`src/sv/compass_heading_from_xy_unit_macros.svh`:
```
// Assertion macros shared by the compass heading block.
`ifndef COMPASS_HEADING_FROM_XY_UNIT_MACROS_SVH
`define COMPASS_HEADING_FROM_XY_UNIT_MACROS_SVH

// Checks a property on every rising clock edge outside reset.
`define CHXY_ASSERT(label, prop, msg) \
    label: assert property (@(posedge clk) disable iff (!rst_n) (prop)) else $error(msg);

// Checks that a condition implies a second condition in the same cycle.
`define CHXY_ASSERT_IMPL(label, cond, prop, msg) \
    label: assert property (@(posedge clk) disable iff (!rst_n) (cond) |-> (prop)) \
        else $error(msg);

`endif

```
`src/sv/chxy_pkg.sv`:
```
package chxy_pkg;

    localparam int CORDIC_STEPS = 16;
    localparam int IDXW = 5;
    localparam int XW = 36;
    localparam int ZW = 26;
    localparam int HW = 9;
    localparam int LATENCY = CORDIC_STEPS + 2;

    localparam logic signed [ZW-1:0] Z_PLUS_90 = ZW'(90 * 65536);
    localparam logic signed [ZW-1:0] Z_MINUS_90 = -ZW'(90 * 65536);
    localparam logic signed [ZW:0] Z_OFFSET_180 = (ZW + 1)'(180 * 65536);
    localparam logic signed [ZW:0] Q16_ROUND_UP = (ZW + 1)'(65535);

    localparam logic [HW-1:0] HEAD_45 = HW'(45);
    localparam logic [HW-1:0] HEAD_90 = HW'(90);
    localparam logic [HW-1:0] HEAD_135 = HW'(135);
    localparam logic [HW-1:0] HEAD_180 = HW'(180);
    localparam logic [HW-1:0] HEAD_225 = HW'(225);
    localparam logic [HW-1:0] HEAD_270 = HW'(270);
    localparam logic [HW-1:0] HEAD_315 = HW'(315);
    localparam logic [HW-1:0] HEAD_360 = HW'(360);
    localparam logic [HW-1:0] HEAD_MIN = HW'(1);

    typedef struct packed {
        logic                 special;
        logic [HW-1:0]        spec_heading;
        logic signed [XW-1:0] x;
        logic signed [XW-1:0] y;
        logic signed [ZW-1:0] z;
    } chxy_stage_t;

    function automatic logic signed [ZW-1:0] atan_q16(input logic [IDXW-1:0] idx);
        logic signed [ZW-1:0] val;
        case (idx)
            5'd0: val = ZW'(2949120);
            5'd1: val = ZW'(1740967);
            5'd2: val = ZW'(919879);
            5'd3: val = ZW'(466945);
            5'd4: val = ZW'(234379);
            5'd5: val = ZW'(117304);
            5'd6: val = ZW'(58666);
            5'd7: val = ZW'(29335);
            5'd8: val = ZW'(14668);
            5'd9: val = ZW'(7334);
            5'd10: val = ZW'(3667);
            5'd11: val = ZW'(1833);
            5'd12: val = ZW'(917);
            5'd13: val = ZW'(458);
            5'd14: val = ZW'(229);
            5'd15: val = ZW'(115);
            5'd16: val = ZW'(57);
            5'd17: val = ZW'(29);
            5'd18: val = ZW'(14);
            5'd19: val = ZW'(7);
            5'd20: val = ZW'(4);
            5'd21: val = ZW'(2);
            5'd22: val = ZW'(1);
            default: val = '0;
        endcase
        return val;
    endfunction

endpackage

```
`src/sv/chxy_cell.sv`:
```
module chxy_cell
    import chxy_pkg::*;
(
    input  logic            clk,
    input  logic            rst_n,
    input  logic [IDXW-1:0] stage_idx,
    input  logic            in_valid,
    input  chxy_stage_t     in_data,
    output logic            out_valid,
    output chxy_stage_t     out_data
);

    logic signed [XW-1:0] dx;
    logic signed [XW-1:0] dy;
    logic signed [ZW-1:0] da;
    chxy_stage_t          data_next;
    chxy_stage_t          data_reg;
    logic                 valid_reg;

    always_comb
    begin
        dx = in_data.x;
        dy = in_data.y;
        dx = $signed(in_data.y) >>> stage_idx;
        dy = $signed(in_data.x) >>> stage_idx;
        da = atan_q16(stage_idx);
        data_next = in_data;
        if ($signed(in_data.y) > $signed(XW'(0)))
        begin
            data_next.x = in_data.x + dx;
            data_next.y = in_data.y - dy;
            data_next.z = in_data.z + da;
        end
        else
        begin
            data_next.x = in_data.x - dx;
            data_next.y = in_data.y + dy;
            data_next.z = in_data.z - da;
        end
    end

    always_ff @(posedge clk or negedge rst_n)
    begin
        if (!rst_n)
        begin
            valid_reg <= 1'b0;
        end
        else
        begin
            valid_reg <= in_valid;
        end
    end

    always_ff @(posedge clk)
    begin
        data_reg <= data_next;
    end

    assign out_valid = valid_reg;
    assign out_data = data_reg;

endmodule

```
`config.mk`:
```
export PLATFORM = sky130hd
export DESIGN_NAME = chxy_cell
export DESIGN_NICKNAME = d
export VERILOG_FILES = /design/src/sv/compass_heading_from_xy_unit_macros.svh /design/src/sv/chxy_pkg.sv /design/src/sv/chxy_cell.sv
export SDC_FILE = /design/constraint.sdc
export NUM_CORES = 1
export LEC_CHECK = 0
export BUFFER_PORTS_ARGS = -buffer_cell sky130_fd_sc_hd__buf_2
export CORE_ASPECT_RATIO = 2
export CORE_MARGIN = 3
export CORE_UTILIZATION = 30
export CTS_CLUSTER_SIZE = 30
export DETAILED_ROUTE_END_ITERATION = 7
export PLACE_DENSITY = 0.54
export SLEW_MARGIN = 20
export SYNTH_ARGS = -nofsm -noshare
export SYNTH_HDL_FRONTEND = slang
export SYNTH_SLANG_ARGS = --single-unit
```
`constraint.sdc`:
```
create_clock -name clk -period 0.8 [get_ports clk]
set_input_delay 0.16 -clock clk [delete_from_list [all_inputs] [get_ports clk]]
set_output_delay 0.16 -clock clk [all_outputs]
set_load 0.03 [all_outputs]
```
==> reports/summary.txt <==
ANT nets after route: 0
Mapped Nets: 1953
Ys Warns: 0
Crit path top cell by count: buf_12
Crit path kind: primary input to flop
Synth Area in Simple Gates: 16.7%
Synth Area in Adders: 9.04%
Final Hold Viols: 0
Largest family of logic cells by synthesized area: multiplexers
CP required: 1.09 ns
Routability cong.: 1.04
Gate count after technology mapping: 1730
Initial drt markers: 1099
Final-report setup violation count: 207
CP Depth: 24
Crit path arrival time: 5.23 ns
Hold Worst Slack: 0.0616 ns
Layout fillers: 4470
Max-cap viol count: 0
Min Tclk post-route: 4.94 ns
Area Overhead vs Synth: 83.5%
Drc violations: 0
Synth Flop Type: dfxtp_1
Register area share after synthesis: 14.5%
Synth top area cells: dfxtp_1 14%, mux4_2 11%, ha_1 8.6%
Crit-path slowest cell: mux4_4
DR WL/cell: 23.4 um
Cell count after placement: 3282
Area fraction in compound gates after synthesis: 21.9%
Post-synth top area cell: dfxtp_1
CP bufs+invs: 6
Final instance area: 27700 um2
Overflow after GRT: 0
CTS sink count: 109
Crit end category: flop
Layout cells sized above 1: 62.6%
Failing checks: negative setup slack
CP Launch Type: primary input
P per Cell Area: 1880 nW/um2
Pre-CTS setup slack: -4.99 ns
First-pass GRT wire length: 115000 um
Setup WS post-layout: -4.14 ns
Status: finished with violations
Placement Cell Area: 23100 um2
Hold WC Path Type: primary input to async pin
H-tree depth: 3
Yosys top cell area share: 14.3%
Clock transition at path regs: 0.09 ns
Least-Margin Pin Slew: 0.660 ns
Max-slew violations: 0
DR vias/cell: 5.44
Routed WL: 80900 um
Leak: 12.5 nW
EDFF count, synth: 0
IO Pins: 225
Longest Clk Path Bufs: 2
Proportion of synthesized area in mux cells: 23.1%
DRT Pass-1 Iters: 5
Vias in the first global route: 19.4k
Die footprint: 53100 um2
Die height: 323 um
CP cell instances: buf_16 -> buf_12 -> buf_12 -> buf_4 -> mux4_2 -> mux2i_1 -> inv_1 -> mux4_4 -> nor3_4 -> and2_4 -> nand3_4 -> o21ai_2 -> mux2_4 -> ha_4 -> and4_4 -> buf_6 -> or3_1 -> o21ai_1 -> a211o_1 -> and3_4 -> a211oi_4 -> a41o_1 -> o31a_1 -> xnor2_1
Via count: 18.8k
Avg Inst Size Synth: 8.71 um2
Inserted Clock Buffers: 9
Family with the most delay on the worst path: multiplexers
Final TNS setup: -331.38 ns
Initial Utilization: 30.4%
Largest net degree at the start of global routing: 39
Peak per-stage delay on the critical path: 0.68 ns
Synth unique cells: 108
Final Cycle Share: 618%
Critical Path Fanout Max: 8
Layout Nets: 3029
Std-Cell Rows: 115
Worst vdd ir: 1.48 mV
FF+latch count, synth: 109
Slew margin rel.: 54.7%
Die Wd: 164 um
I/O Buffers: 224
Post-Synth XOR/XNOR Area: 9.24%
Post-synthesis async set-or-reset flop share: 0.917%
GRT Total Usage: 28.8%
Final cell count without fillers: 3455
Initial antenna violation count: 0
Hpwl dp: 64100 um
Core Region: 49500 um2
TritonCTS clock tree: built
Max Clock Freq: 202 MHz
Syn Std Cell Area: 15100 um2
RSZ-0062 raised after global routing: yes
Clock Tree Root: clkbuf_16
## path summary, 6_finish.rpt
| check | endpoint | start |
|---|---|---|
| worst min-delay path | out_valid | rst_n |
| worst max-delay path | out_data[97] | stage_idx[0] |
| max in group asynchronous | out_valid | rst_n |
| min in group clk | out_data[25] | in_data[25] |
## power breakdown
part | total, mW | switching (mW) | leakage (nW) | internal, mW
Combinational | 37.7 | 18.8 | 11.4 | 18.9
Sequential | 9.13 | 1.05 | 0.923 | 8.07
Clock | 5.08 | 2.57 | 0.152 | 2.51
Total | 51.9 | 22.4 | 12.5 | 29.5
## layout make-up
cell class / instances / area [um2] / share of cell area [%]
clock inverter: 7 / 91.3 / 0.330
clock buffer: 9 / 225 / 0.814
inverter: 44 / 193 / 0.697
multi-input combinational: 1476 / 14200 / 51.2
timing repair buffer: 1166 / 9860 / 35.7
antenna: 1 / 2.50 / 0.00905
sequential: 109 / 2320 / 8.40
tap: 643 / 805 / 2.91
## metrics by stage
stage | total power [mW] | utilization, %
floorplan | 24.9 | -
global placement | 37.6 | 46.7
detailed placement | 37.8 | 46.7
CTS | 46.0 | 51.1
global route | 54.6 | 55.9
finish | 51.9 | 55.9
## timing repair
item / 4_1_cts / 5_1_grt
resized for setup: 297 / 605
cloned: 4 / 3
hold endpoints to repair: 12 / 0
setup endpoints to repair: 207 / 207
pin swaps: 132 / 161
hold buffers: 12 / 0
setup buffers: 62 / 88
## synthesized netlist by cell type, drive strengths merged (8+ instances only)
| master | n |
|---|---|
| xor2 | 56 |
| xnor2 | 103 |
| o22ai | 16 |
| mux4 | 102 |
| a211oi | 26 |
| inv | 44 |
| nand2 | 145 |
| nand3 | 39 |
| and2 | 15 |
| o31ai | 11 |
| and3 | 21 |
| mux2 | 31 |
| a31oi | 27 |
| buf | 58 |
| nand4 | 10 |
| o21ai | 96 |
| or2 | 10 |
| dfxtp | 108 |
| a21o | 40 |
| nor3 | 28 |
| o221ai | 8 |
| ha | 104 |
| nor4 | 12 |
| a22oi | 9 |
| a221oi | 9 |
| nor2b | 26 |
| nor2 | 150 |
| a21oi | 132 |
| clkbuf | 42 |
| mux2i | 73 |
| nand2b | 22 |
| o21a | 19 |
| o211ai | 16 |
## cell usage in the layout (no fill, tap or decap), types with 50 or more instances in the layout
cell | Yosys | routed
xor2_1 | 56 | 50
xnor2_1 | 103 | 88
buf_2 | 20 | 108
dfxtp_2 | 0 | 108
buf_6 | 14 | 192
mux4_2 | 75 | 87
o21ai_0 | 93 | 56
a21oi_1 | 132 | 74
mux2i_1 | 73 | 61
ha_1 | 104 | 81
nor2_1 | 150 | 115
nand2_1 | 145 | 133
buf_4 | 7 | 804
## layer usage
metal | track usage, % | share of wire (%) | vias to the layer above
li1 | - | - | 8711
met1 | 28.6 | 34 | 9097
met2 | 53.1 | 52 | 712
met3 | 3.88 | 4.4 | 276
met4 | 21.9 | 9.9 | 0
met5 | 0 | 0 | -
## flip-flops by register name, summed over array words and instances (netlist names)
name	flops
out_valid	1
out_data	108
## kinds of logic (layout without fill, tap and decap cells)
logic type      Yosys count  after routing
simple gates            510            510
compound gates          494            494
mux                     206            206
xor+xnor                159            159
buf+inv                 145           1226
flops                   109            109
fa+ha+maj               107            107
other cells               0              1
(Power assumes the default switching activity.)
