**src/sv/compass_heading_from_xy_unit_macros.svh**
```systemverilog
// Assertion macros shared by the compass heading block.
`ifndef COMPASS_HEADING_FROM_XY_UNIT_MACROS_SVH
`define COMPASS_HEADING_FROM_XY_UNIT_MACROS_SVH

// Checks a property on every rising clock edge outside reset.
`define CHXY_ASSERT(label, prop, msg) \
    label: assert property (@(posedge clk) disable iff (!rst_n) (prop)) else $error(msg);

// Checks that a condition implies a second condition in the same cycle.
`define CHXY_ASSERT_IMPL(label, cond, prop, msg) \
    label: assert property (@(posedge clk) disable iff (!rst_n) (cond) |-> (prop)) \
        else $error(msg);

`endif

```
**src/sv/chxy_pkg.sv**
```systemverilog
package chxy_pkg;

    localparam int CORDIC_STEPS = 16;
    localparam int IDXW = 5;
    localparam int XW = 36;
    localparam int ZW = 26;
    localparam int HW = 9;
    localparam int LATENCY = CORDIC_STEPS + 2;

    localparam logic signed [ZW-1:0] Z_PLUS_90 = ZW'(90 * 65536);
    localparam logic signed [ZW-1:0] Z_MINUS_90 = -ZW'(90 * 65536);
    localparam logic signed [ZW:0] Z_OFFSET_180 = (ZW + 1)'(180 * 65536);
    localparam logic signed [ZW:0] Q16_ROUND_UP = (ZW + 1)'(65535);

    localparam logic [HW-1:0] HEAD_45 = HW'(45);
    localparam logic [HW-1:0] HEAD_90 = HW'(90);
    localparam logic [HW-1:0] HEAD_135 = HW'(135);
    localparam logic [HW-1:0] HEAD_180 = HW'(180);
    localparam logic [HW-1:0] HEAD_225 = HW'(225);
    localparam logic [HW-1:0] HEAD_270 = HW'(270);
    localparam logic [HW-1:0] HEAD_315 = HW'(315);
    localparam logic [HW-1:0] HEAD_360 = HW'(360);
    localparam logic [HW-1:0] HEAD_MIN = HW'(1);

    typedef struct packed {
        logic                 special;
        logic [HW-1:0]        spec_heading;
        logic signed [XW-1:0] x;
        logic signed [XW-1:0] y;
        logic signed [ZW-1:0] z;
    } chxy_stage_t;

    function automatic logic signed [ZW-1:0] atan_q16(input logic [IDXW-1:0] idx);
        logic signed [ZW-1:0] val;
        case (idx)
            5'd0: val = ZW'(2949120);
            5'd1: val = ZW'(1740967);
            5'd2: val = ZW'(919879);
            5'd3: val = ZW'(466945);
            5'd4: val = ZW'(234379);
            5'd5: val = ZW'(117304);
            5'd6: val = ZW'(58666);
            5'd7: val = ZW'(29335);
            5'd8: val = ZW'(14668);
            5'd9: val = ZW'(7334);
            5'd10: val = ZW'(3667);
            5'd11: val = ZW'(1833);
            5'd12: val = ZW'(917);
            5'd13: val = ZW'(458);
            5'd14: val = ZW'(229);
            5'd15: val = ZW'(115);
            5'd16: val = ZW'(57);
            5'd17: val = ZW'(29);
            5'd18: val = ZW'(14);
            5'd19: val = ZW'(7);
            5'd20: val = ZW'(4);
            5'd21: val = ZW'(2);
            5'd22: val = ZW'(1);
            default: val = '0;
        endcase
        return val;
    endfunction

endpackage

```
**src/sv/chxy_post.sv**
```systemverilog
module chxy_post
    import chxy_pkg::*;
(
    input  logic          clk,
    input  logic          rst_n,
    input  logic          in_valid,
    input  chxy_stage_t   in_data,
    output logic          done,
    output logic [HW-1:0] heading_deg
);

    logic signed [ZW:0] u;
    logic signed [ZW:0] u_up;
    logic [ZW-17:0]     h;
    logic [HW-1:0]      heading_next;
    logic [HW-1:0]      heading_reg;
    logic               done_reg;

    always_comb
    begin
        u = $signed({in_data.z[ZW-1], in_data.z}) + Z_OFFSET_180;
        u_up = u + Q16_ROUND_UP;
        h = u_up[ZW-1:16];
        if (in_data.special)
        begin
            heading_next = in_data.spec_heading;
        end
        else if (u <= $signed((ZW + 1)'(0)))
        begin
            heading_next = HEAD_MIN;
        end
        else if (h > (ZW - 16)'(HEAD_360))
        begin
            heading_next = HEAD_360;
        end
        else if (h < (ZW - 16)'(HEAD_MIN))
        begin
            heading_next = HEAD_MIN;
        end
        else
        begin
            heading_next = h[HW-1:0];
        end
    end

    always_ff @(posedge clk or negedge rst_n)
    begin
        if (!rst_n)
        begin
            done_reg <= 1'b0;
        end
        else
        begin
            done_reg <= in_valid;
        end
    end

    always_ff @(posedge clk)
    begin
        heading_reg <= heading_next;
    end

    assign done = done_reg;
    assign heading_deg = heading_reg;

endmodule

```
**config.mk**
```make
export PLATFORM = sky130hd
export DESIGN_NAME = chxy_post
export DESIGN_NICKNAME = d
export VERILOG_FILES = /design/src/sv/compass_heading_from_xy_unit_macros.svh /design/src/sv/chxy_pkg.sv /design/src/sv/chxy_post.sv
export SDC_FILE = /design/constraint.sdc
export NUM_CORES = 1
export LEC_CHECK = 0
export BUFFER_PORTS_ARGS = -buffer_cell sky130_fd_sc_hd__buf_2
export CORE_MARGIN = 2
export CORE_UTILIZATION = 35
export CTS_CLUSTER_SIZE = 20
export DETAILED_ROUTE_END_ITERATION = 6
export GPL_ROUTABILITY_DRIVEN = 0
export PLACE_DENSITY = 0.91
export SYNTH_ARGS = -nofsm -noshare
export SYNTH_HDL_FRONTEND = slang
export SYNTH_SLANG_ARGS = --single-unit
export TNS_END_PERCENT = 30
```
**constraint.sdc**
```tcl
create_clock -name clk -period 0.8 [get_ports clk]
set_input_delay 0.16 -clock clk [delete_from_list [all_inputs] [get_ports clk]]
set_output_delay 0.16 -clock clk [all_outputs]
set_load 0.02 [all_outputs]
```
==> reports/qor.yml <==
worst_setup_path:
  cp.arrival_ps: 1890
  crit_type: "input port to flip-flop"
  cp-start-kind: "input port"
  cp-end-kind: "flip-flop"
  critPathMaxFanout: 5
  critPathLaunch: "in_data[18]"
  cp.required_ps: 940
sta:
  finalHoldViolations: 0
  period_needed_ps: 1750
  hold_slack_ps: 89.4
  setup_viol: 19
  tightest_slew_ps: 410
  rsz0062_at_grt: "true"
  setup_ws_ps: -947
  timing.final.crit_share: 2.18
  relSlewSlack: 0.726
  timing.fmax_ghz: 0.572
  slew_viol_final: 0
floorplanning:
  die_area_um2: 3210
  initial_core_util: 0.361
  chipHeight_um: 56.6
  die-width_um: 56.6
  pin_count: 121
  row_count: 19
  coreArea_um2: 2690
finish:
  n_antenna_cell: 0
  multi_input_area_um2: 952
  largest_reg_flops: 9
  layout.area.seq_um2: 214
  nets: 326
  drive_gt1_frac: 0.640
  syn_to_final_growth_pct: 95.7
  n_fill_cell: 207
clocking:
  cts_tree: "built"
  cts_sinks: 10
  root_buffer: "clkbuf_4"
  path_clk_slew_ps: 60
  clock_path_buffers: 2
  numCtsBuffers: 3
  h-tree-depth: 1
yosys:
  synthCells: 122
  yosys_most_used_dff: "dfxtp_1"
  synth_mux_area_frac: 0.0310
  syn-cell-area_um2: 970
  synth_top_family_by_area: "simple AND/OR/NAND/NOR gates"
  synth_xor_area_frac: 0.164
  synth_nets: 236
  async_flop_share: 0.100
  synthAdderAreaFrac: 0.0387
  synth.distinct_cells: 43
  postSynthAreaPerCell_um2: 7.95
  synth.yosys.warnings: 0
  synth_edf_count: 0
  ys_seq_elements: 10
  synth_compound_area_frac: 0.203
  synthSimpleGateAreaFrac: 0.321
  seq_area_frac_synth: 0.212
status:
  status: "finished, violations left"
  violations: "setup timing"
power_and_ir_drop:
  peakVddDrop_mv: 1.11
  comb_power_share: 0.543
  p_seq_frac: 0.283
  p_leak_nw: 0.809
  p_sw_frac: 0.349
  intPower_mw: 1.35
  pwr-share-clk: 0.175
  switching_power_mw: 0.723
  report.power.total_mw: 2.07
  powerDensity_nw_per_um2: 1090
detailed_routing:
  wire_per_inst_um: 14.1
  drcViolationCount: 0
  vias_per_cell: 5.21
  drt-total-wl_mm: 3.41
  vias: 1261
  drtIter0Drc: 35
  detail-route-antenna-nets: 0
  drt_first_pass_iters: 4
min_path:
  hold_depth: 3
  min_from: "in_data[106]"
  hold_path.class: "input port to flip-flop"
  hold_path_end: "heading_deg[8]$_DFF_P_"
global_routing:
  grt.total_usage: 0.195
  first_global_vias: 1216
  grt_max_degree: 9
  grt_pass1_wl_mm: 4.97
  antenna_found_initial: 0
  grt.overflow.total: 0
placement:
  io_buffer_count: 48
  dpl.hpwl_mm: 2.46
  place_ws_ps: -1270
job:
  maxCapViolations: 0
## cell type report
class / count / area share
clock buffers: 4 / 0.0138
inverters: 1 / 0.00198
multi-input cells: 105 / 0.502
flip-flops and latches: 10 / 0.113
well taps: 31 / 0.0204
repair buffers: 91 / 0.349
## what timing repair did
item,CTS,global route
buffers inserted,3,1
pin swaps,11,23
resized for setup,36,34
setup endpoints to repair,19,19
endpoints found under the hold margin,2,0
cloned,0,0
hold buffers,2,0
## cell usage in the layout (no fill, tap or decap), types with 2 or more instances in the layout
| master | n |
|---|---|
| nor4_4 | 3 |
| nor2_2 | 2 |
| buf_4 | 39 |
| ha_4 | 2 |
| and3_1 | 2 |
| nor3_1 | 2 |
| a21oi_2 | 4 |
| dlygate4sd3_1 | 2 |
| nand2_2 | 2 |
| nor2_1 | 3 |
| xor2_4 | 2 |
| nor4_1 | 3 |
| nand3_1 | 2 |
| a22oi_1 | 3 |
| o21ai_1 | 5 |
| nand2_1 | 13 |
| dfxtp_2 | 7 |
| buf_6 | 12 |
| o21ai_2 | 2 |
| and2_4 | 2 |
| xnor2_1 | 10 |
| clkbuf_4 | 3 |
| nand4_1 | 5 |
| buf_2 | 36 |
| mux2i_1 | 2 |
| a21oi_1 | 2 |
| xor2_1 | 3 |
| dfxtp_1 | 2 |
| nor3b_1 | 3 |
| or3_4 | 2 |
## worst max-delay path by stage
stage                             endpoint  slack [ps]  depth (start not counted)
floorplan           heading_deg[0]$_DFF_P_        -980                          8
global placement    heading_deg[5]$_DFF_P_       -1200                          9
detailed placement  heading_deg[1]$_DFF_P_       -1270                          9
CTS                 heading_deg[3]$_DFF_P_        -930                          9
global route        heading_deg[6]$_DFF_P_       -1000                         10
finish              heading_deg[6]$_DFF_P_        -950                         10
## layer usage
| layer | GRT usage | share of wire | routed length (um) |
|---|---|---|---|
| met4 | 0.0646 | 0.025 | 84 |
| met3 | 0.0138 | 0.035 | 120 |
| met2 | 0.410 | 0.58 | 1990 |
| met5 | 0 | 0 | 0 |
| met1 | 0.192 | 0.36 | 1210 |
## cell usage after synthesis (2+ instances only)
cell      number  area [um^2]
ha_1           3         37.5
nor4_1         7         43.8
xnor2_1       10         87.6
nand2b_1       2         12.5
nand2_1       14         52.6
and3_1         2         12.5
nor3_1         2         10.0
xor2_1         5         43.8
a31oi_1        2         12.5
nand3_1        3         15.0
or3_1          2         12.5
nor3b_1        4         30.0
nand4_1        5         31.3
o21ai_0        6         30.0
a211o_1        2         17.5
a21oi_1        5         25.0
o22ai_1        2         12.5
dfxtp_1        9          180
buf_2          3         15.0
clkbuf_1       2         7.51
mux2i_1        3         30.0
a22oi_1        3         22.5
nor2_1         6         22.5
## worst max-delay path, cell delays in order
cell	delay, ps
buf_12	110
ha_4	170
o31a_1	290
buf_6	150
a21oi_2	130
a31oi_2	70
xor2_1	210
o31ai_4	310
and2_4	220
o21ai_2	70
## power groups by stage
stage,combinational [mW],sequential [mW],clock [mW]
floorplan,0.403,0.652,0
global placement,0.845,0.575,0
detailed placement,0.870,0.576,0
CTS,0.999,0.581,0.365
global route,1.20,0.590,0.373
finish,1.13,0.587,0.362
## through the flow
step | area (um^2) | setup TNS (ps) | instances | util
floorplan | 1040 | -8240 | 122 | -
global placement | 1560 | -10630 | 232 | 0.580
detailed placement | 1560 | -11150 | 232 | 0.580
CTS | 1730 | -8710 | 241 | 0.644
global route | 1900 | -9340 | 242 | 0.707
finish | 1900 | -8710 | 242 | 0.707
## cells by family after synthesis
logic type      count (synthesis)
compound gates                 28
simple gates                   55
flops                          10
buf+inv                         7
fa+ha+maj                       3
xor+xnor                       16
mux                             3
(Power assumes the default switching activity.)
