$ cat src/sv/compass_heading_from_xy_unit_macros.svh
// Assertion macros shared by the compass heading block.
`ifndef COMPASS_HEADING_FROM_XY_UNIT_MACROS_SVH
`define COMPASS_HEADING_FROM_XY_UNIT_MACROS_SVH

// Checks a property on every rising clock edge outside reset.
`define CHXY_ASSERT(label, prop, msg) \
    label: assert property (@(posedge clk) disable iff (!rst_n) (prop)) else $error(msg);

// Checks that a condition implies a second condition in the same cycle.
`define CHXY_ASSERT_IMPL(label, cond, prop, msg) \
    label: assert property (@(posedge clk) disable iff (!rst_n) (cond) |-> (prop)) \
        else $error(msg);

`endif

$ cat src/sv/chxy_pkg.sv
package chxy_pkg;

    localparam int CORDIC_STEPS = 16;
    localparam int IDXW = 5;
    localparam int XW = 36;
    localparam int ZW = 26;
    localparam int HW = 9;
    localparam int LATENCY = CORDIC_STEPS + 2;

    localparam logic signed [ZW-1:0] Z_PLUS_90 = ZW'(90 * 65536);
    localparam logic signed [ZW-1:0] Z_MINUS_90 = -ZW'(90 * 65536);
    localparam logic signed [ZW:0] Z_OFFSET_180 = (ZW + 1)'(180 * 65536);
    localparam logic signed [ZW:0] Q16_ROUND_UP = (ZW + 1)'(65535);

    localparam logic [HW-1:0] HEAD_45 = HW'(45);
    localparam logic [HW-1:0] HEAD_90 = HW'(90);
    localparam logic [HW-1:0] HEAD_135 = HW'(135);
    localparam logic [HW-1:0] HEAD_180 = HW'(180);
    localparam logic [HW-1:0] HEAD_225 = HW'(225);
    localparam logic [HW-1:0] HEAD_270 = HW'(270);
    localparam logic [HW-1:0] HEAD_315 = HW'(315);
    localparam logic [HW-1:0] HEAD_360 = HW'(360);
    localparam logic [HW-1:0] HEAD_MIN = HW'(1);

    typedef struct packed {
        logic                 special;
        logic [HW-1:0]        spec_heading;
        logic signed [XW-1:0] x;
        logic signed [XW-1:0] y;
        logic signed [ZW-1:0] z;
    } chxy_stage_t;

    function automatic logic signed [ZW-1:0] atan_q16(input logic [IDXW-1:0] idx);
        logic signed [ZW-1:0] val;
        case (idx)
            5'd0: val = ZW'(2949120);
            5'd1: val = ZW'(1740967);
            5'd2: val = ZW'(919879);
            5'd3: val = ZW'(466945);
            5'd4: val = ZW'(234379);
            5'd5: val = ZW'(117304);
            5'd6: val = ZW'(58666);
            5'd7: val = ZW'(29335);
            5'd8: val = ZW'(14668);
            5'd9: val = ZW'(7334);
            5'd10: val = ZW'(3667);
            5'd11: val = ZW'(1833);
            5'd12: val = ZW'(917);
            5'd13: val = ZW'(458);
            5'd14: val = ZW'(229);
            5'd15: val = ZW'(115);
            5'd16: val = ZW'(57);
            5'd17: val = ZW'(29);
            5'd18: val = ZW'(14);
            5'd19: val = ZW'(7);
            5'd20: val = ZW'(4);
            5'd21: val = ZW'(2);
            5'd22: val = ZW'(1);
            default: val = '0;
        endcase
        return val;
    endfunction

endpackage

$ cat src/sv/chxy_prep.sv
module chxy_prep
    import chxy_pkg::*;
(
    input  logic                clk,
    input  logic                rst_n,
    input  logic                in_valid,
    input  logic signed [15:0]  raw_x,
    input  logic signed [15:0]  raw_y,
    output logic                out_valid,
    output chxy_stage_t         out_data
);

    logic signed [15:0]   nx;
    logic signed [15:0]   ny;
    logic [16:0]          ax;
    logic [16:0]          ay;
    logic signed [XW-1:0] xs;
    logic signed [XW-1:0] ys;
    chxy_stage_t          data_next;
    chxy_stage_t          data_reg;
    logic                 valid_reg;

    always_comb
    begin
        nx = 16'(16'sd0 - raw_x);
        ny = 16'(16'sd0 - raw_y);
        ax = nx[15] ? (17'd0 - {nx[15], nx}) : {1'b0, nx};
        ay = ny[15] ? (17'd0 - {ny[15], ny}) : {1'b0, ny};
        xs = {{(XW - 32){nx[15]}}, nx, 16'd0};
        ys = {{(XW - 32){ny[15]}}, ny, 16'd0};

        data_next.special = 1'b1;
        data_next.spec_heading = HEAD_180;
        if (ny == 16'sd0)
        begin
            data_next.spec_heading = nx[15] ? HEAD_360 : HEAD_180;
        end
        else if (nx == 16'sd0)
        begin
            data_next.spec_heading = ny[15] ? HEAD_90 : HEAD_270;
        end
        else if (ax == ay)
        begin
            if (!nx[15])
            begin
                data_next.spec_heading = ny[15] ? HEAD_135 : HEAD_225;
            end
            else
            begin
                data_next.spec_heading = ny[15] ? HEAD_45 : HEAD_315;
            end
        end
        else
        begin
            data_next.special = 1'b0;
        end

        data_next.x = xs;
        data_next.y = ys;
        data_next.z = '0;
        if (nx[15])
        begin
            if (!ny[15])
            begin
                data_next.x = ys;
                data_next.y = XW'(-xs);
                data_next.z = Z_PLUS_90;
            end
            else
            begin
                data_next.x = XW'(-ys);
                data_next.y = xs;
                data_next.z = Z_MINUS_90;
            end
        end
    end

    always_ff @(posedge clk or negedge rst_n)
    begin
        if (!rst_n)
        begin
            valid_reg <= 1'b0;
        end
        else
        begin
            valid_reg <= in_valid;
        end
    end

    always_ff @(posedge clk)
    begin
        data_reg <= data_next;
    end

    assign out_valid = valid_reg;
    assign out_data = data_reg;

endmodule

$ cat config.mk
export PLATFORM = sky130hd
export DESIGN_NAME = chxy_prep
export DESIGN_NICKNAME = d
export VERILOG_FILES = /design/src/sv/compass_heading_from_xy_unit_macros.svh /design/src/sv/chxy_pkg.sv /design/src/sv/chxy_prep.sv
export SDC_FILE = /design/constraint.sdc
export NUM_CORES = 1
export LEC_CHECK = 0
export BUFFER_PORTS_ARGS = -buffer_cell sky130_fd_sc_hd__buf_2
export CELL_PAD_IN_SITES_DETAIL_PLACEMENT = 2
export CELL_PAD_IN_SITES_GLOBAL_PLACEMENT = 2
export CORE_ASPECT_RATIO = 0.75
export CORE_MARGIN = 4
export CORE_UTILIZATION = 28
export CTS_CLUSTER_SIZE = 16
export DETAILED_ROUTE_END_ITERATION = 8
export PLACE_DENSITY = 0.91
export SKIP_CTS_REPAIR_TIMING = 1
export SKIP_LAST_GASP = 1
export SLEW_MARGIN = 20
export SYNTH_ARGS = -nofsm -noshare
export SYNTH_HDL_FRONTEND = slang
export SYNTH_SLANG_ARGS = --single-unit
export TNS_END_PERCENT = 50
$ cat constraint.sdc
create_clock -name clk -period 0.8 [get_ports clk]
set_input_delay 0.08 -clock clk [delete_from_list [all_inputs] [get_ports clk]]
set_output_delay 0.08 -clock clk [all_outputs]
set_load 0.005 [all_outputs]
==> results of run 1 <==
[routing by layer]
| metal | track usage | vias to the layer above | part of all wire |
|---|---|---|---|
| met4 | 0.07317 | 0 | 0.041 |
| met5 | 0 | - | 0 |
| met1 | 0.2896 | 2566 | 0.41 |
| met2 | 0.4536 | 218 | 0.50 |
| met3 | 0.03166 | 69 | 0.050 |
| li1 | - | 2202 | - |
[power by group through the flow]
| stage | Clock (uW) | Sequential (uW) | Combinational (uW) |
|---|---|---|---|
| finish | 2820 | 2980 | 3400 |
| CTS | 2770 | 2960 | 2740 |
| detailed placement | 0 | 3020 | 2680 |
| global route | 3000 | 3000 | 3560 |
| global placement | 0 | 3000 | 2440 |
| floorplan | 0 | 3040 | 1480 |
[layout make-up]
type | count | area share
clock buffer | 6 | 0.02030
timing repair buffer | 281 | 0.2935
clock inverter | 2 | 0.005668
multi-input combinational | 421 | 0.4763
tap | 200 | 0.03657
sequential | 54 | 0.1589
inverter | 12 | 0.008777
[how the worst min path moves through the flow]
| stage | startpoint | to | slack [ps] | cells past startpoint |
|---|---|---|---|---|
| after detailed placement | rst_n | out_valid | -140 | 1 |
| after floorplan | rst_n | out_valid | -220 | 0 |
| after global placement | rst_n | out_valid | -150 | 1 |
| after global routing | rst_n | out_valid | 50 | 2 |
| after CTS | rst_n | out_valid | -480 | 1 |
| final | rst_n | out_valid | 50 | 2 |
[per-stage QoR]
stage / hold slack, ps / instance area [sq um] / TNS, ps
6_report: 53.10 / 6843 / -102910
5_1_grt: 47.40 / 6843 / -107230
4_1_cts: -482.1 / 6060 / -106490
3_5_place_dp: -143.3 / 5882 / -120370
3_3_place_gp: -146.0 / 5882 / -112540
2_1_floorplan: -215.6 / 4577 / -108140
[cells by family after synthesis]
group                    after synthesis  synth area share
buffers and inverters                 99            0.1450
flip-flops                            54            0.2584
AO/OA/AOI/OAI                         96            0.1432
adder cells (fa/ha/maj)               12           0.03572
multiplexers                           6           0.01429
AND/OR/NAND/NOR                      173            0.2185
other                                  1         0.0008923
XOR/XNOR                              85            0.1840
[synthesized netlist by cell type (5+ instances only)]
cell and n:
xor2_1 30, a21oi_1 18, clkbuf_1 23, nor4_1 8
inv_1 10, nor3_1 21, xnor2_1 53, buf_4 56
nand2b_1 5, mux2i_1 6, nor2b_1 5, nand2_1 44
ha_1 12, o22ai_1 5, o211ai_1 6, or3_1 9
nand3_1 18, dfxtp_1 53, nor2_1 30, o21ai_0 35
[sequential cells by signal, summed over array words and instances, names as in the netlist]
name and cells:
out_data 53, out_valid 1
==> flow_summary.ini, run 1 <==
[worst_setup_path]
cp_cell_sequence = buf_2, buf_12, inv_4, ha_4, buf_4, nor3b_4, buf_4, buf_4, mux2i_1, a22oi_1, o211ai_1, xor2_1, xor2_1, or4_4, nor4b_4, buf_6, a32oi_1, a221o_1
worstSetupStartpointType = input port
critical_path_cell_count = 18
slowest_stage = or4_4
critPathMaxStageDelay_ps = 550
cp_data_arrival_time_ps = 4000
worstSetupEndpoint = out_data[102]
worst_ep_required_time_ps = 1000
critical-path-top-cell-by-count = buf_4
critical_path.endpoint_type = flip-flop
critical_path_buf_inv_count = 7
path_class = in2reg
timing.critical_path.max_delay_family = simple AND/OR/NAND/NOR gates
critPathLaunch = raw_y[0]
timing.critical_path.fanout_max = 13

[detailed_routing]
route.detailed.vias_per_inst = 5.179
detail_route.drc_violations = 0
wirelength_mm = 26.70
ant_nets = 0
drt_first_pass_iters = 5
dr_iter_0_viols = 303
vias = 5055
routed_wire_length_per_instance_um = 27.35

[floorplan]
floorplan.die.height_um = 114.1
io_pins = 144
die-width_um = 149.5
num_rows = 38
die_area_sq_um = 17050
floorplan.initialDensity = 0.2879
core_region_area_sq_um = 14600

[synthesis]
ys_seq_area_frac = 0.2584
synthDominantCellAreaShare = 0.2525
synth.top_cells.by_area = dfxtp_1 25%, xnor2_1 11%, buf_4 10%
synth.distinct_cells = 66
synth-edff-count = 0
mean_area_per_synthesized_cell_sq_um = 7.990
main_synth_ff_type = dfxtp_1
synth.ff_latch_count = 54
synth-async-reset-ratio = 0.01852
post-synth-top-area-cell = dfxtp_1
synthesis.yosys.warnings = 0
mappedNetlistArea_sq_um = 4203
netlist_instances = 526

[cts]
ctsRootBufferMaster = clkbuf_16
clock_sink_count = 54
cts-htree-levels = 2
cts_tree = yes
cts.reportedPaths.clkPinSlew_ps = 70
buffers_from_clock_root_to_sink_at_most = 2
cts_buffers = 5

[final_layout]
final_net_count = 822
synthToLayoutAreaGrowth_pct = 62.82
multi_input_comb_area_sq_um = 3259
n_antenna_cell = 0
final_layout_size_suffix_gt1_frac = 0.5052
finalCoreUtilization = 0.4688
layout.cells.most_common = buf_4
fillerInstances = 1640
final-seq-area_sq_um = 1087
mostFrequentLayoutCells = 173 x buf_4, 91 x buf_2, 52 x dfxtp_1, 49 x conb_1, 40 x xnor2_1
final_cells = 976

[pwr]
clkPwrFrac = 0.307
intPower_uw = 5972
power_density_nw_per_um2 = 1345
max-vdd-ir-drop_uv = 956.4
power.sequential.fraction = 0.323
netSwitchingFraction = 0.3511
power.net_switching_uw = 3231
power_leakage_uw = 0.003194
total_power_consumption_of_the_routed_design_uw = 9204
combinationalPowerShare = 0.370

[sta]
max_slew_headroom_at_the_worst_pin = 0.6190
layout_worst_path_cycle_share = 4.749
hold_viol = 0
fmaxAchievable_mhz = 263.2
rsz0062_at_grt = yes
slew_viol_final = 0
finalSetupViolations = 113
post-route-min-period_ps = 3799
final_critical_path_setup_slack_ps = -2999
timing_worst_slew_pin_value_ps = 567.4

[grt]
grt_antenna_before_repair = 0
grt_start_max_net_pins = 35
grt_first_pass_wirelength_mm = 31.98
grt.total_usage = 0.2427
global_route.overflow_total = 0
grt_pass1_vias = 5397

[placement]
cell_count_post_placement = 941
numPortBuffers = 94
dp.final_hpwl_mm = 16.46
preCtsSetupSlack_ps = -3322
gp_routability_congestion = 0.8779

[outcome]
violations = setup timing
status = complete, but fails checks

[min_path]
worstHoldPathType = in2async

[run]
cap_violations = 0
Note: power is estimated with default switching activity, not from simulation.
==> run 2, diff against run 1 <==
Settings changed: CELL_PAD_IN_SITES_DETAIL_PLACEMENT 2 to 1.
==> flow_summary.ini, run 2 (synthesis results as in run 1) <==
[worst_setup_path]
critPathMaxStageDelay_ps = 410
timing.critical_path.max_delay_family = simple AND/OR/NAND/NOR gates
cp_data_arrival_time_ps = 3840
path_class = in2reg
worst_ep_required_time_ps = 960
cp_cell_sequence = buf_6, buf_4, inv_2, ha_4, or3b_4, buf_4, a211oi_1, o221ai_1, a211oi_2, nand3b_1, nand2b_1, inv_2, ha_4, xor2_1, nor3_2, nand4_1, nor4b_4, buf_6, a32oi_2, a221oi_1
critical_path_buf_inv_count = 6
slowest_stage = or3b_4
timing.critical_path.fanout_max = 10
critical_path_cell_count = 20
critical_path.endpoint_type = flip-flop
worstSetupStartpointType = input port

[grt]
grt.total_usage = 0.1779
grt_antenna_before_repair = 0
grt_first_pass_wirelength_mm = 24.67
grt_start_max_net_pins = 35
grt_pass1_vias = 4760
global_route.overflow_total = 0

[placement]
dp.final_hpwl_mm = 12.55
gp_routability_congestion = 0.8779
cell_count_post_placement = 941
preCtsSetupSlack_ps = -3158
numPortBuffers = 94

[detailed_routing]
wirelength_mm = 20.64
vias = 4959
drt_first_pass_iters = 5
dr_iter_0_viols = 361
detail_route.drc_violations = 0
routed_wire_length_per_instance_um = 20.93
ant_nets = 0
route.detailed.vias_per_inst = 5.029

[sta]
timing_worst_slew_pin_value_ps = 750.1
rsz0062_at_grt = yes
finalSetupViolations = 101
final_critical_path_setup_slack_ps = -2877
post-route-min-period_ps = 3677
layout_worst_path_cycle_share = 4.596
slew_viol_final = 0
worst_hold_slack_ps = 88.45
max_slew_headroom_at_the_worst_pin = 0.4936
hold_viol = 0
fmaxAchievable_mhz = 272.0

[final_layout]
final_layout_size_suffix_gt1_frac = 0.5115
mostFrequentLayoutCells = 171 x buf_4, 88 x buf_2, 52 x dfxtp_1, 49 x conb_1, 38 x xnor2_1
largest_register_ffs = 53
synthToLayoutAreaGrowth_pct = 67.01
final_net_count = 832
final_cells = 986
layout.cells.most_common = buf_4
n_antenna_cell = 0

[cts]
ctsRootBufferMaster = clkbuf_16
cts-htree-levels = 2
clock_sink_count = 54
cts.reportedPaths.clkPinSlew_ps = 80
buffers_from_clock_root_to_sink_at_most = 2
cts_tree = yes
cts_buffers = 5

[outcome]
status = complete, but fails checks
violations = setup timing

[pwr]
max-vdd-ir-drop_uv = 1011
power_density_nw_per_um2 = 1228
total_power_consumption_of_the_routed_design_uw = 8621
power_leakage_uw = 0.003250

[run]
cap_violations = 0

[floorplan]
floorplan.die.height_um = 114.1
die-width_um = 149.5
num_rows = 38
die_area_sq_um = 17050
io_pins = 144
floorplan.initialDensity = 0.2879
core_region_area_sq_um = 14600

[min_path]
worstHoldPathType = in2async
## run 2: cell count changes in the layout (fill, tap and decap cells not counted), sizes merged
cell	previous run	this run
clkinv	0	2
inv	13	12
clkinvlp	0	1
buf	279	287
bufinv	1	0
clkbuf	6	7
## run 2: per-stage QoR
step                utilization  setup TNS, ps  area (sq um)
floorplan                     -        -108140          4577
global placement         0.4030        -112540          5882
detailed placement       0.4030        -115740          5882
CTS                      0.4135        -101020          6036
global route             0.4809        -101340          7019
finish                   0.4809         -96270          7019
## run 2: power breakdown
group          total (uW)  switching, uW  leakage [uW]  internal, uW
combinational        3310           1740       0.00272          1570
clock                2360           1160     0.0000759          1200
sequential           2950           65.7      0.000454          2890
total                8620           2960       0.00325          5660
## run 2: cell type report
cell class                 count  area, sq um
sequential                    54         1090
tap                          200        250.2
fill                        1743         7577
multi-input combinational    421         3283
timing repair buffer         291         2186
inverter                      12        56.30
clock buffer                   5        125.1
clock inverter                 3        28.78
## run 2: layer usage
metal / routed length [um] / track usage
met5: 0 / 0
met4: 795 / 0.04329
met1: 8502 / 0.2342
met2: 10280 / 0.3139
met3: 1063 / 0.01860
## run 2: worst max-delay path by stage
stage / startpoint / to / slack [ps]
global placement: raw_y[0] / out_data[102] / -3060
CTS: raw_y[0] / out_data[106] / -2860
detailed placement: raw_y[0] / out_data[102] / -3160
global route: raw_y[1] / out_data[106] / -3040
finish: raw_y[1] / out_data[106] / -2880
floorplan: raw_y[2] / out_data[102] / -3090
==> run 3, diff against run 2 <==
Settings changed: SKIP_LAST_GASP 1 to default.
==> flow_summary.ini, run 3 (synthesis results as in run 1) <==
[sta]
final_critical_path_setup_slack_ps = -2796
finalSetupViolations = 99
hold_viol = 0
rsz0062_at_grt = yes
timing_worst_slew_pin_value_ps = 603.8
fmaxAchievable_mhz = 278.1
max_slew_headroom_at_the_worst_pin = 0.5946
layout_worst_path_cycle_share = 4.494
post-route-min-period_ps = 3596
slew_viol_final = 0

[detailed_routing]
dr_iter_0_viols = 373
drt_first_pass_iters = 5
detail_route.drc_violations = 0
wirelength_mm = 20.46
routed_wire_length_per_instance_um = 20.75
ant_nets = 0
route.detailed.vias_per_inst = 4.969
vias = 4899

[cts]
buffers_from_clock_root_to_sink_at_most = 2
clock_sink_count = 54
cts_buffers = 5
cts_tree = yes
cts-htree-levels = 2
cts.reportedPaths.clkPinSlew_ps = 80
ctsRootBufferMaster = clkbuf_16

[floorplan]
die_area_sq_um = 17050
num_rows = 38
core_region_area_sq_um = 14600
die-width_um = 149.5
io_pins = 144
floorplan.initialDensity = 0.2879
floorplan.die.height_um = 114.1

[final_layout]
largest_register_ffs = 53
mostFrequentLayoutCells = 169 x buf_4, 82 x buf_2, 49 x conb_1, 39 x dfxtp_1, 38 x xnor2_1
final_layout_size_suffix_gt1_frac = 0.5407
synthToLayoutAreaGrowth_pct = 69.87
final_net_count = 832
n_antenna_cell = 0
finalCoreUtilization = 0.4891
layout.cells.most_common = buf_4
final_cells = 986

[grt]
global_route.overflow_total = 0
grt_start_max_net_pins = 35
grt_antenna_before_repair = 1
grt.total_usage = 0.1779
grt_pass1_vias = 4760
grt_first_pass_wirelength_mm = 24.67

[pwr]
max-vdd-ir-drop_uv = 836.9
power_leakage_uw = 0.003283
power_density_nw_per_um2 = 1218

[worst_setup_path]
path_class = in2reg
timing.critical_path.fanout_max = 5
critical_path.endpoint_type = flip-flop
cp_data_arrival_time_ps = 3790
worst_ep_required_time_ps = 990
worstSetupStartpointType = input port

[placement]
cell_count_post_placement = 941
gp_routability_congestion = 0.8779
dp.final_hpwl_mm = 12.55
numPortBuffers = 94

[min_path]
worstHoldPathType = in2async

[outcome]
violations = setup timing
status = complete, but fails checks

[run]
cap_violations = 0
run 3: where the power goes:
group	internal, uW	total, uW	switching, uW
registers	2900	2970	68.7
clock network	1200	2360	1160
logic	1600	3370	1770
run 3: final cells by class:
cell class	count	area, sq um
clock buffer	5	125.1
clock inverter	3	28.78
fill	1735	7457
inverter	12	56.30
multi-input combinational	421	3342
sequential	54	1106
tap	200	250.2
timing repair buffer	291	2231
run 3: worst max-delay path by stage:
stage	from	to	cells after the start
after floorplan	raw_y[2]	out_data[102]	13
after global placement	raw_y[0]	out_data[102]	11
after detailed placement	raw_y[0]	out_data[102]	11
after CTS	raw_y[0]	out_data[106]	11
after global routing	raw_y[1]	out_data[102]	20
final	raw_y[3]	out_data[102]	13
run 3: per-layer routing:
metal / global-route usage / vias to the layer above / part of all wire
met5: 0 / - / 0.00088
met4: 0.04329 / 2 / 0.047
met3: 0.01860 / 71 / 0.055
met2: 0.3139 / 250 / 0.49
met1: 0.2342 / 2357 / 0.41
li1: - / 2219 / -
run 3: through the flow:
step	setup TNS, ps	power, uW	area [sq um]	hold WS [ps]	setup WS [ps]
3_3_place_gp	-112540	5435	5882	-146.0	-3060
6_report	-95790	8695	7139	93.43	-2796
2_1_floorplan	-108140	4518	4577	-215.6	-3092
4_1_cts	-101020	7835	6036	-460.6	-2858
3_5_place_dp	-115740	5535	5882	-144.6	-3158
5_1_grt	-100370	9049	7139	93.37	-2946
run 3: critical path: stages:
cell and delay, ps:
buf_6 90, or4_4 530, or4_4 520, or4_4 610, buf_4 170, o211ai_1 140
xnor2_2 180, xnor2_1 340, nand3_1 200, nor4b_4 310, buf_6 170, a32oi_1 130
a221o_1 300
